## src/hdl/ucal_pkg.sv

```systemverilog
// Shared constants and the cumulative month table for the seconds-to-calendar pipeline.
package ucal_pkg;

  localparam int unsigned ZONE_W   = 17;
  localparam int unsigned SECS_W   = 32;
  localparam int unsigned DAYS_W   = 16;
  localparam int unsigned DOY_W    = 9;

  localparam logic [ZONE_W-1:0] ZONE_RESET = 17'd28800;
  localparam logic [SECS_W-1:0] EPOCH_2000 = 32'd946684800;

  // Reciprocals for exact division by constants over the value ranges used
  localparam logic [25:0] RECIP_675  = 26'd50903317;  // (x >> 7) / 675, shift 35
  localparam logic [16:0] RECIP_1461 = 17'd91868;     // days / 1461, shift 27
  localparam logic [13:0] RECIP_225  = 14'd9321;      // (s >> 4) / 225, shift 21
  localparam logic [10:0] RECIP_15   = 11'd1093;      // (r >> 2) / 15, shift 14

  localparam logic [16:0] SECS_PER_DAY  = 17'd86400;
  localparam logic [11:0] SECS_PER_HOUR = 12'd3600;
  localparam logic [5:0]  SECS_PER_MIN  = 6'd60;
  localparam logic [10:0] DAYS_PER_CYCLE = 11'd1461;

  // First day of the second, third and fourth year of a four-year cycle
  localparam logic [10:0] YEAR1_START = 11'd366;
  localparam logic [10:0] YEAR2_START = 11'd731;
  localparam logic [10:0] YEAR3_START = 11'd1096;

  // Day of year at which month idx starts; idx 13 gives the year length
  function automatic logic [DOY_W-1:0] month_start(input logic leap, input logic [3:0] idx);
    logic [DOY_W-1:0] base;
    logic [DOY_W-1:0] extra;
    unique case (idx)
      4'd2:    base = 9'd31;
      4'd3:    base = 9'd59;
      4'd4:    base = 9'd90;
      4'd5:    base = 9'd120;
      4'd6:    base = 9'd151;
      4'd7:    base = 9'd181;
      4'd8:    base = 9'd212;
      4'd9:    base = 9'd243;
      4'd10:   base = 9'd273;
      4'd11:   base = 9'd304;
      4'd12:   base = 9'd334;
      4'd13:   base = 9'd365;
      default: base = 9'd0;
    endcase
    extra = (leap && idx >= 4'd3) ? 9'd1 : 9'd0;
    return base + extra;
  endfunction

endpackage

```

## src/hdl/ucal_date.sv

```systemverilog
// Day count since 2000-01-01 to year offset, month and day, over four register stages.
module ucal_date (
  input  logic                       clk,
  input  logic [ucal_pkg::DAYS_W-1:0] day_count,
  output logic [7:0]                 year_offset,
  output logic [3:0]                 month_number,
  output logic [4:0]                 day_of_month
);
  import ucal_pkg::*;

  // stage a: cycle number
  logic [32:0]       cycle_prod;
  logic [5:0]        cycle_a;
  logic [DAYS_W-1:0] days_a;

  // stage b: day within cycle
  logic [16:0]       cycle_days;
  logic [DAYS_W-1:0] cycle_rem;
  logic [5:0]        cycle_b;
  logic [10:0]       day_in_cycle_b;

  // stage c: year within cycle and day of year
  logic [1:0]        year_in_cycle_next;
  logic [10:0]       doy_wide;
  logic [1:0]        year_in_cycle_c;
  logic [5:0]        cycle_c;
  logic [DOY_W-1:0]  doy_c;

  // stage d: month lookup
  logic              leap;
  logic [3:0]        month_next;
  logic [DOY_W-1:0]  month_base;
  logic [DOY_W-1:0]  mday_wide;

  assign cycle_prod = day_count * RECIP_1461;

  always_ff @(posedge clk) begin
    cycle_a <= cycle_prod[32:27];
    days_a  <= day_count;
  end

  assign cycle_days = cycle_a * DAYS_PER_CYCLE;
  assign cycle_rem  = days_a - cycle_days[DAYS_W-1:0];

  always_ff @(posedge clk) begin
    cycle_b        <= cycle_a;
    day_in_cycle_b <= cycle_rem[10:0];
  end

  always_comb begin
    priority if (day_in_cycle_b < YEAR1_START) begin
      year_in_cycle_next = 2'd0;
      doy_wide           = day_in_cycle_b;
    end else if (day_in_cycle_b < YEAR2_START) begin
      year_in_cycle_next = 2'd1;
      doy_wide           = day_in_cycle_b - YEAR1_START;
    end else if (day_in_cycle_b < YEAR3_START) begin
      year_in_cycle_next = 2'd2;
      doy_wide           = day_in_cycle_b - YEAR2_START;
    end else begin
      year_in_cycle_next = 2'd3;
      doy_wide           = day_in_cycle_b - YEAR3_START;
    end
  end

  always_ff @(posedge clk) begin
    year_in_cycle_c <= year_in_cycle_next;
    cycle_c         <= cycle_b;
    doy_c           <= doy_wide[DOY_W-1:0];
  end

  // The first year of each cycle is the leap one
  assign leap = (year_in_cycle_c == 2'd0);

  always_comb begin
    month_next = 4'd1;
    for (int i = 1; i < 13; i++) begin
      if (doy_c >= month_start(leap, 4'(i)) && doy_c < month_start(leap, 4'(i + 1))) begin
        month_next = 4'(i);
      end
    end
  end

  assign month_base = month_start(leap, month_next);
  assign mday_wide  = doy_c - month_base + 9'd1;

  always_ff @(posedge clk) begin
    year_offset  <= {cycle_c, year_in_cycle_c};
    month_number <= month_next;
    day_of_month <= mday_wide[4:0];
  end

endmodule

```

## src/hdl/unix_seconds_to_calendar.sv

```systemverilog
// Pipelined conversion of a Unix seconds count to local calendar date and time.

// One timestamp can be started in every cycle and busy stays low; each result appears
// for one cycle, marked by done, in start order. The pipeline has seven register
// stages: zone offset and rebase, day split, then hour, minute and second split in
// parallel with the date path (cycle, year in cycle, month lookup). The zone offset is
// written with zone_offset_wr_en and takes effect for timestamps started afterwards;
// write it while no conversion is in flight. Years count from 2000 with every fourth
// year leap, and counts before 2000 wrap modulo 2^32.
module unix_seconds_to_calendar (
  input  logic                            clk,
  input  logic                            rst,
  input  logic                            start,
  output logic                            busy,
  input  logic [ucal_pkg::SECS_W-1:0]     unix_seconds,
  input  logic                            zone_offset_wr_en,
  input  logic signed [ucal_pkg::ZONE_W-1:0] zone_offset_seconds,
  output logic                            done,
  output logic [7:0]                      year_offset,
  output logic [3:0]                      month_number,
  output logic [4:0]                      day_of_month,
  output logic [4:0]                      hour_of_day,
  output logic [5:0]                      minute_of_hour,
  output logic [5:0]                      second_of_minute
);
  import ucal_pkg::*;

  logic [ZONE_W-1:0] zone_offset;
  logic              accept;
  logic [6:1]        valid;

  logic [SECS_W-1:0] local_secs;
  logic [SECS_W-1:0] secs_s1;

  logic [50:0]       day_prod;
  logic [DAYS_W-1:0] days_s2;
  logic [SECS_W-1:0] secs_s2;

  logic [32:0]       day_secs;
  logic [SECS_W-1:0] sod_wide;
  logic [16:0]       sod_s3;

  logic [26:0]       hour_prod;
  logic [4:0]        hour_s4;
  logic [16:0]       sod_s4;

  logic [16:0]       hour_secs;
  logic [16:0]       rem_wide;
  logic [11:0]       rem_s5;
  logic [4:0]        hour_s5;

  logic [20:0]       min_prod;
  logic [5:0]        minute_s6;
  logic [11:0]       rem_s6;
  logic [4:0]        hour_s6;

  logic [11:0]       min_secs;
  logic [11:0]       sec_wide;

  logic [7:0]        date_year;
  logic [3:0]        date_month;
  logic [4:0]        date_mday;

  assign busy   = 1'b0;
  assign accept = start && !busy;

  always_ff @(posedge clk) begin
    if (rst) begin
      zone_offset <= ZONE_RESET;
    end else if (zone_offset_wr_en) begin
      zone_offset <= zone_offset_seconds;
    end
  end

  // valid bits move with the data; the receiver never stalls
  always_ff @(posedge clk) begin
    if (rst) begin
      valid <= '0;
      done  <= 1'b0;
    end else begin
      valid <= {valid[5:1], accept};
      done  <= valid[6];
    end
  end

  // stage 1: local time rebased to 2000-01-01
  assign local_secs = unix_seconds + {{(SECS_W-ZONE_W){zone_offset[ZONE_W-1]}}, zone_offset}
                      - EPOCH_2000;

  always_ff @(posedge clk) begin
    secs_s1 <= local_secs;
  end

  // stage 2: whole days, as (t / 128) / 675
  assign day_prod = secs_s1[SECS_W-1:7] * RECIP_675;

  always_ff @(posedge clk) begin
    days_s2 <= day_prod[50:35];
    secs_s2 <= secs_s1;
  end

  // stage 3: second of day
  assign day_secs = days_s2 * SECS_PER_DAY;
  assign sod_wide = secs_s2 - day_secs[SECS_W-1:0];

  always_ff @(posedge clk) begin
    sod_s3 <= sod_wide[16:0];
  end

  // stage 4: hour, as (s / 16) / 225
  assign hour_prod = sod_s3[16:4] * RECIP_225;

  always_ff @(posedge clk) begin
    hour_s4 <= hour_prod[25:21];
    sod_s4  <= sod_s3;
  end

  // stage 5: second of hour
  assign hour_secs = hour_s4 * SECS_PER_HOUR;
  assign rem_wide  = sod_s4 - hour_secs;

  always_ff @(posedge clk) begin
    rem_s5  <= rem_wide[11:0];
    hour_s5 <= hour_s4;
  end

  // stage 6: minute, as (r / 4) / 15
  assign min_prod = rem_s5[11:2] * RECIP_15;

  always_ff @(posedge clk) begin
    minute_s6 <= min_prod[19:14];
    rem_s6    <= rem_s5;
    hour_s6   <= hour_s5;
  end

  // stage 7: second of minute and output register
  assign min_secs = minute_s6 * SECS_PER_MIN;
  assign sec_wide = rem_s6 - min_secs;

  ucal_date u_date (
    .clk          (clk),
    .day_count    (days_s2),
    .year_offset  (date_year),
    .month_number (date_month),
    .day_of_month (date_mday)
  );

  always_ff @(posedge clk) begin
    year_offset      <= date_year;
    month_number     <= date_month;
    day_of_month     <= date_mday;
    hour_of_day      <= hour_s6;
    minute_of_hour   <= minute_s6;
    second_of_minute <= sec_wide[5:0];
  end

  a_latency: assert property (@(posedge clk) disable iff (rst)
    accept |-> ##7 done)
    else $error("transfer did not complete after seven cycles");

  a_time_range: assert property (@(posedge clk) disable iff (rst)
    done |-> (hour_of_day <= 5'd23 && minute_of_hour <= 6'd59 && second_of_minute <= 6'd59))
    else $error("time of day out of range");

  a_date_range: assert property (@(posedge clk) disable iff (rst)
    done |-> (month_number >= 4'd1 && month_number <= 4'd12 && day_of_month >= 5'd1))
    else $error("date out of range");

  a_no_spurious: assert property (@(posedge clk) disable iff (rst)
    done |-> $past(valid[6]))
    else $error("result without a started transfer");

endmodule
```

## config.mk

```make
export PLATFORM = sky130hd
export DESIGN_NAME = unix_seconds_to_calendar
export DESIGN_NICKNAME = d
export VERILOG_FILES = /design/src/hdl/ucal_pkg.sv /design/src/hdl/ucal_date.sv /design/src/hdl/unix_seconds_to_calendar.sv
export SDC_FILE = /design/constraint.sdc
export NUM_CORES = 2
export LEC_CHECK = 0
export ABC_AREA = 0
export BUFFER_PORTS_ARGS = -buffer_cell sky130_fd_sc_hd__buf_2
export CORE_AREA = 2 2 224 226
export DETAILED_ROUTE_END_ITERATION = 10
export DIE_AREA = 0 0 226 228
export PLACE_DENSITY = 0.86
export SLEW_MARGIN = 10
export SYNTH_ARGS = -nofsm -noshare
export SYNTH_HDL_FRONTEND = slang
export SYNTH_HIERARCHICAL = 1
export SYNTH_SLANG_ARGS = --single-unit
```

## constraint.sdc

```tcl
create_clock -name clk -period 6.1 [get_ports clk]
set_clock_uncertainty 0.15 [all_clocks]
set_input_delay 1.525 -clock clk [delete_from_list [all_inputs] [get_ports clk]]
set_output_delay 1.525 -clock clk [all_outputs]
set_load 0.02 [all_outputs]
```

==> flow_metrics.tcl <==
set metrics [dict create \
    grt_max_degree 23 \
    dp_hpwl_um 50200 \
    arrival_ns 6.50 \
    cp-start-kind "flip-flop" \
    async_flop_share 0 \
    syn_nets 3952 \
    hp-start "sod_s3[1]$_DFF_P_" \
    clk_path_buf_depth 3 \
    vias 20000 \
    r2r-start "secs_s1[11]$_DFF_P_" \
    clk_pin_slew_ns 0.06 \
    fillers 3641 \
    synthDistinctLibCells 82 \
    status "finished, violations left" \
    stdcell_count 3766 \
    slew_violations 0 \
    drcViolationCount 0 \
    synth_seq_cells 259 \
    crit_start "secs_s1[11]$_DFF_P_" \
    core-area_um2 49300 \
    clk_root_buffer_cell "clkbuf_16" \
    netlist_area_um2 28800 \
    final_area_um2 32100 \
    tightest_slew_ns 0.920 \
    cts_hold_buf 0 \
    wire_per_inst_um 16.0 \
    place.gp.congestion 0.961 \
    seq_area_frac_synth 0.180 \
    violations "negative setup slack" \
    cts.sinks 259 \
    vias_per_cell 5.31 \
    hp-class "flip-flop to flip-flop" \
    ios 89 \
    grt-ovfl-total 0 \
    max-slew-margin-rel 0.383 \
    min_period_ns 6.12 \
    synth_cells 2863 \
    h-tree-depth 1 \
    critPathKind "flip-flop to flip-flop" \
    dieArea_um2 51500 \
    place_inst 3708 \
    yosysWarnings 6 \
    setup_viol 2 \
    fin_crit_sh 1.00 \
    fin_ws_ns -0.0216 \
    area_growth_pct 11.5 \
    cap_violations 0 \
    nets 4162 \
    critPathMaxStageDelay_ns 0.57 \
    drt_wl_total_um 60200 \
    dieHeight_um 228 \
    synth_edf_count 0 \
    placedInstanceArea_um2 30800 \
    cp_cell_sequence "fa_1, inv_1, fa_1, inv_1, ha_1, fa_1, inv_1, fa_1, fa_1, inv_1, fa_1, ha_1, a21oi_1, nor2_1, a211oi_2, o211ai_1, o2111ai_4, a21oi_4, o21ai_2, a21oi_2, o31ai_2, xnor2_1" \
    worst-path-max-fanout 3 \
    start_util 0.584 \
    hold_viol 0 \
    fp-row-count 82 \
    drtIter0Drc 1010 \
    drive_gt1_frac 0.107 \
    rrSetupSlack_ns -0.02 \
    grt_pass1_wl_um 99500 \
    antenna_found_initial 0 \
    max_freq_mhz 163 \
    crit_path_top_delay_cell "fa_1" \
    antennaDiodeCount 0 \
    cts_tree "done" \
    avgSynthCellArea_um2 10.1 \
    cpMostUsedCell "fa_1" \
    grt_pass1_vias 21000 \
    cts_made_buffers 30 \
    rsz0062_at_grt "yes" \
    io_buffer_count 87 \
    die_x_um 226 \
    firstDrtPassIters 6 \
    grt_usage 0.238 \
    hold-worst-slack_ns 0.172 \
    synth_flop_cell "dfxtp_1" \
    worstPathRequired_ns 6.48 \
    clk_latency_ns 0.59 \
    endpoint_kind "flip-flop" \
    detail-route-antenna-nets 0 \
]
[metal layers]
metal / global-route usage / up-vias / wire length, um
li1: - / 9660 / -
met5: 0 / - / 0
met1: 0.287 / 9628 / 24300
met3: 0.0286 / 179 / 3040
met2: 0.432 / 533 / 30400
met4: 0.0909 / 0 / 2500
[metrics by stage]
step / setup WS, ns / utilization / TNS (ns)
after floorplan: 0.0479 / - / 0
after global placement: -0.0774 / 0.625 / -0.162
after detailed placement: -0.162 / 0.625 / -0.726
after CTS: 0.0121 / 0.646 / 0
after global routing: -0.253 / 0.651 / -1.74
final: -0.0216 / 0.651 / -0.0375
[registers in the layout, summed over array words and instances (netlist names), 8 cells and up]
signal / cells
u_date/doy_c: 9
rem_s5: 12
zone_offset: 17
sod_s3: 17
u_date/year_offset: 8
secs_s1: 32
secs_s2: 17
sod_s4: 12
u_date/days_a: 11
year_offset: 8
days_s2: 16
u_date/day_in_cycle_b: 11
[critical path, delay by kind of cell (launching register included)]
kind                       cells  cell delay, ns
adders and majority gates      8            3.62
and+or+nand+nor                1            0.08
buffers and inverters          4            0.21
AOI/OAI and AO/OA              8            1.53
DFF                            1            0.33
xor gates and xnor gates       1            0.14
[cells by family (layout without fill, tap and decap cells)]
kind of cell | count (synthesis) | count (layout) | synth area share
DFF | 259 | 259 | 0.180
xor gates and xnor gates | 130 | 130 | 0.0395
AOI/OAI and AO/OA | 357 | 357 | 0.0823
other | 1 | 1 | 0.000130
and+or+nand+nor | 314 | 314 | 0.0546
adders and majority gates | 1036 | 1036 | 0.540
buffers and inverters | 749 | 980 | 0.0978
muxes | 17 | 17 | 0.00608
[final timing paths]
path	cells after the start	end
min	0	sod_s4[1]$_DFF_P_
min reg2reg	0	sod_s4[1]$_DFF_P_
max	22	days_s2[14]$_DFF_P_
max reg2reg	22	days_s2[14]$_DFF_P_
[synthesized netlist by cell type, types with 4 or more instances]
library cell	n	area (um^2)
dfxtp_1	259	5180
nor2_1	96	360
o21ai_1	10	50.1
mux2i_1	16	160
a21o_1	50	375
o31ai_1	6	45.0
nor2b_1	21	131
o41ai_1	6	52.6
a211oi_1	11	82.6
o311ai_0	5	43.8
ha_1	692	8660
nor3_1	23	115
o21ai_0	57	285
nand3_1	33	165
clkbuf_1	16	60.1
nand2b_1	19	119
and4_1	4	35.0
o31a_1	4	35.0
xor2_1	33	289
inv_1	731	2740
o211ai_1	10	75.1
or3_1	6	37.5
xnor2_1	97	850
a31oi_1	10	62.6
nand2_1	59	221
o21a_1	9	67.6
a21boi_0	5	37.5
o21bai_1	16	120
a21oi_1	105	526
nand4_1	14	87.6
and2_1	5	31.3
and3_1	9	56.3
nor4_1	6	37.5
fa_1	344	6890
[layout by cell type, fill, tap and decap left out, drive strengths merged, types with 14 or more instances in the layout]
| cell type | n |
|---|---|
| a21o | 50 |
| a21oi | 108 |
| buf | 196 |
| clkbuf | 40 |
| dfxtp | 259 |
| fa | 344 |
| ha | 692 |
| inv | 734 |
| mux2i | 16 |
| nand2 | 59 |
| nand2b | 20 |
| nand3 | 33 |
| nand4 | 14 |
| nor2 | 96 |
| nor2b | 21 |
| nor3 | 24 |
| o21ai | 68 |
| o21bai | 16 |
| xnor2 | 97 |
| xor2 | 33 |
[what timing repair did]
action                                  4_1_cts  5_1_grt
buffers inserted                              0        5
endpoints found under the setup margin        9       14
gates resized for setup                      16       57
cloned                                        0        0
pin swaps                                    13       58
[cell type report]
cell class	instances	area [um^2]	area share
inverter	731	2740	0.0854
multi-input combinational	1855	21100	0.656
clock buffer	40	828	0.0258
timing repair buffer	196	1300	0.0404
clock inverter	13	141	0.00440
tap	672	841	0.0262
sequential	259	5210	0.162
Power is not shown: default switching activity piles up to over one toggle a cycle in this logic, so the estimate is an artifact.
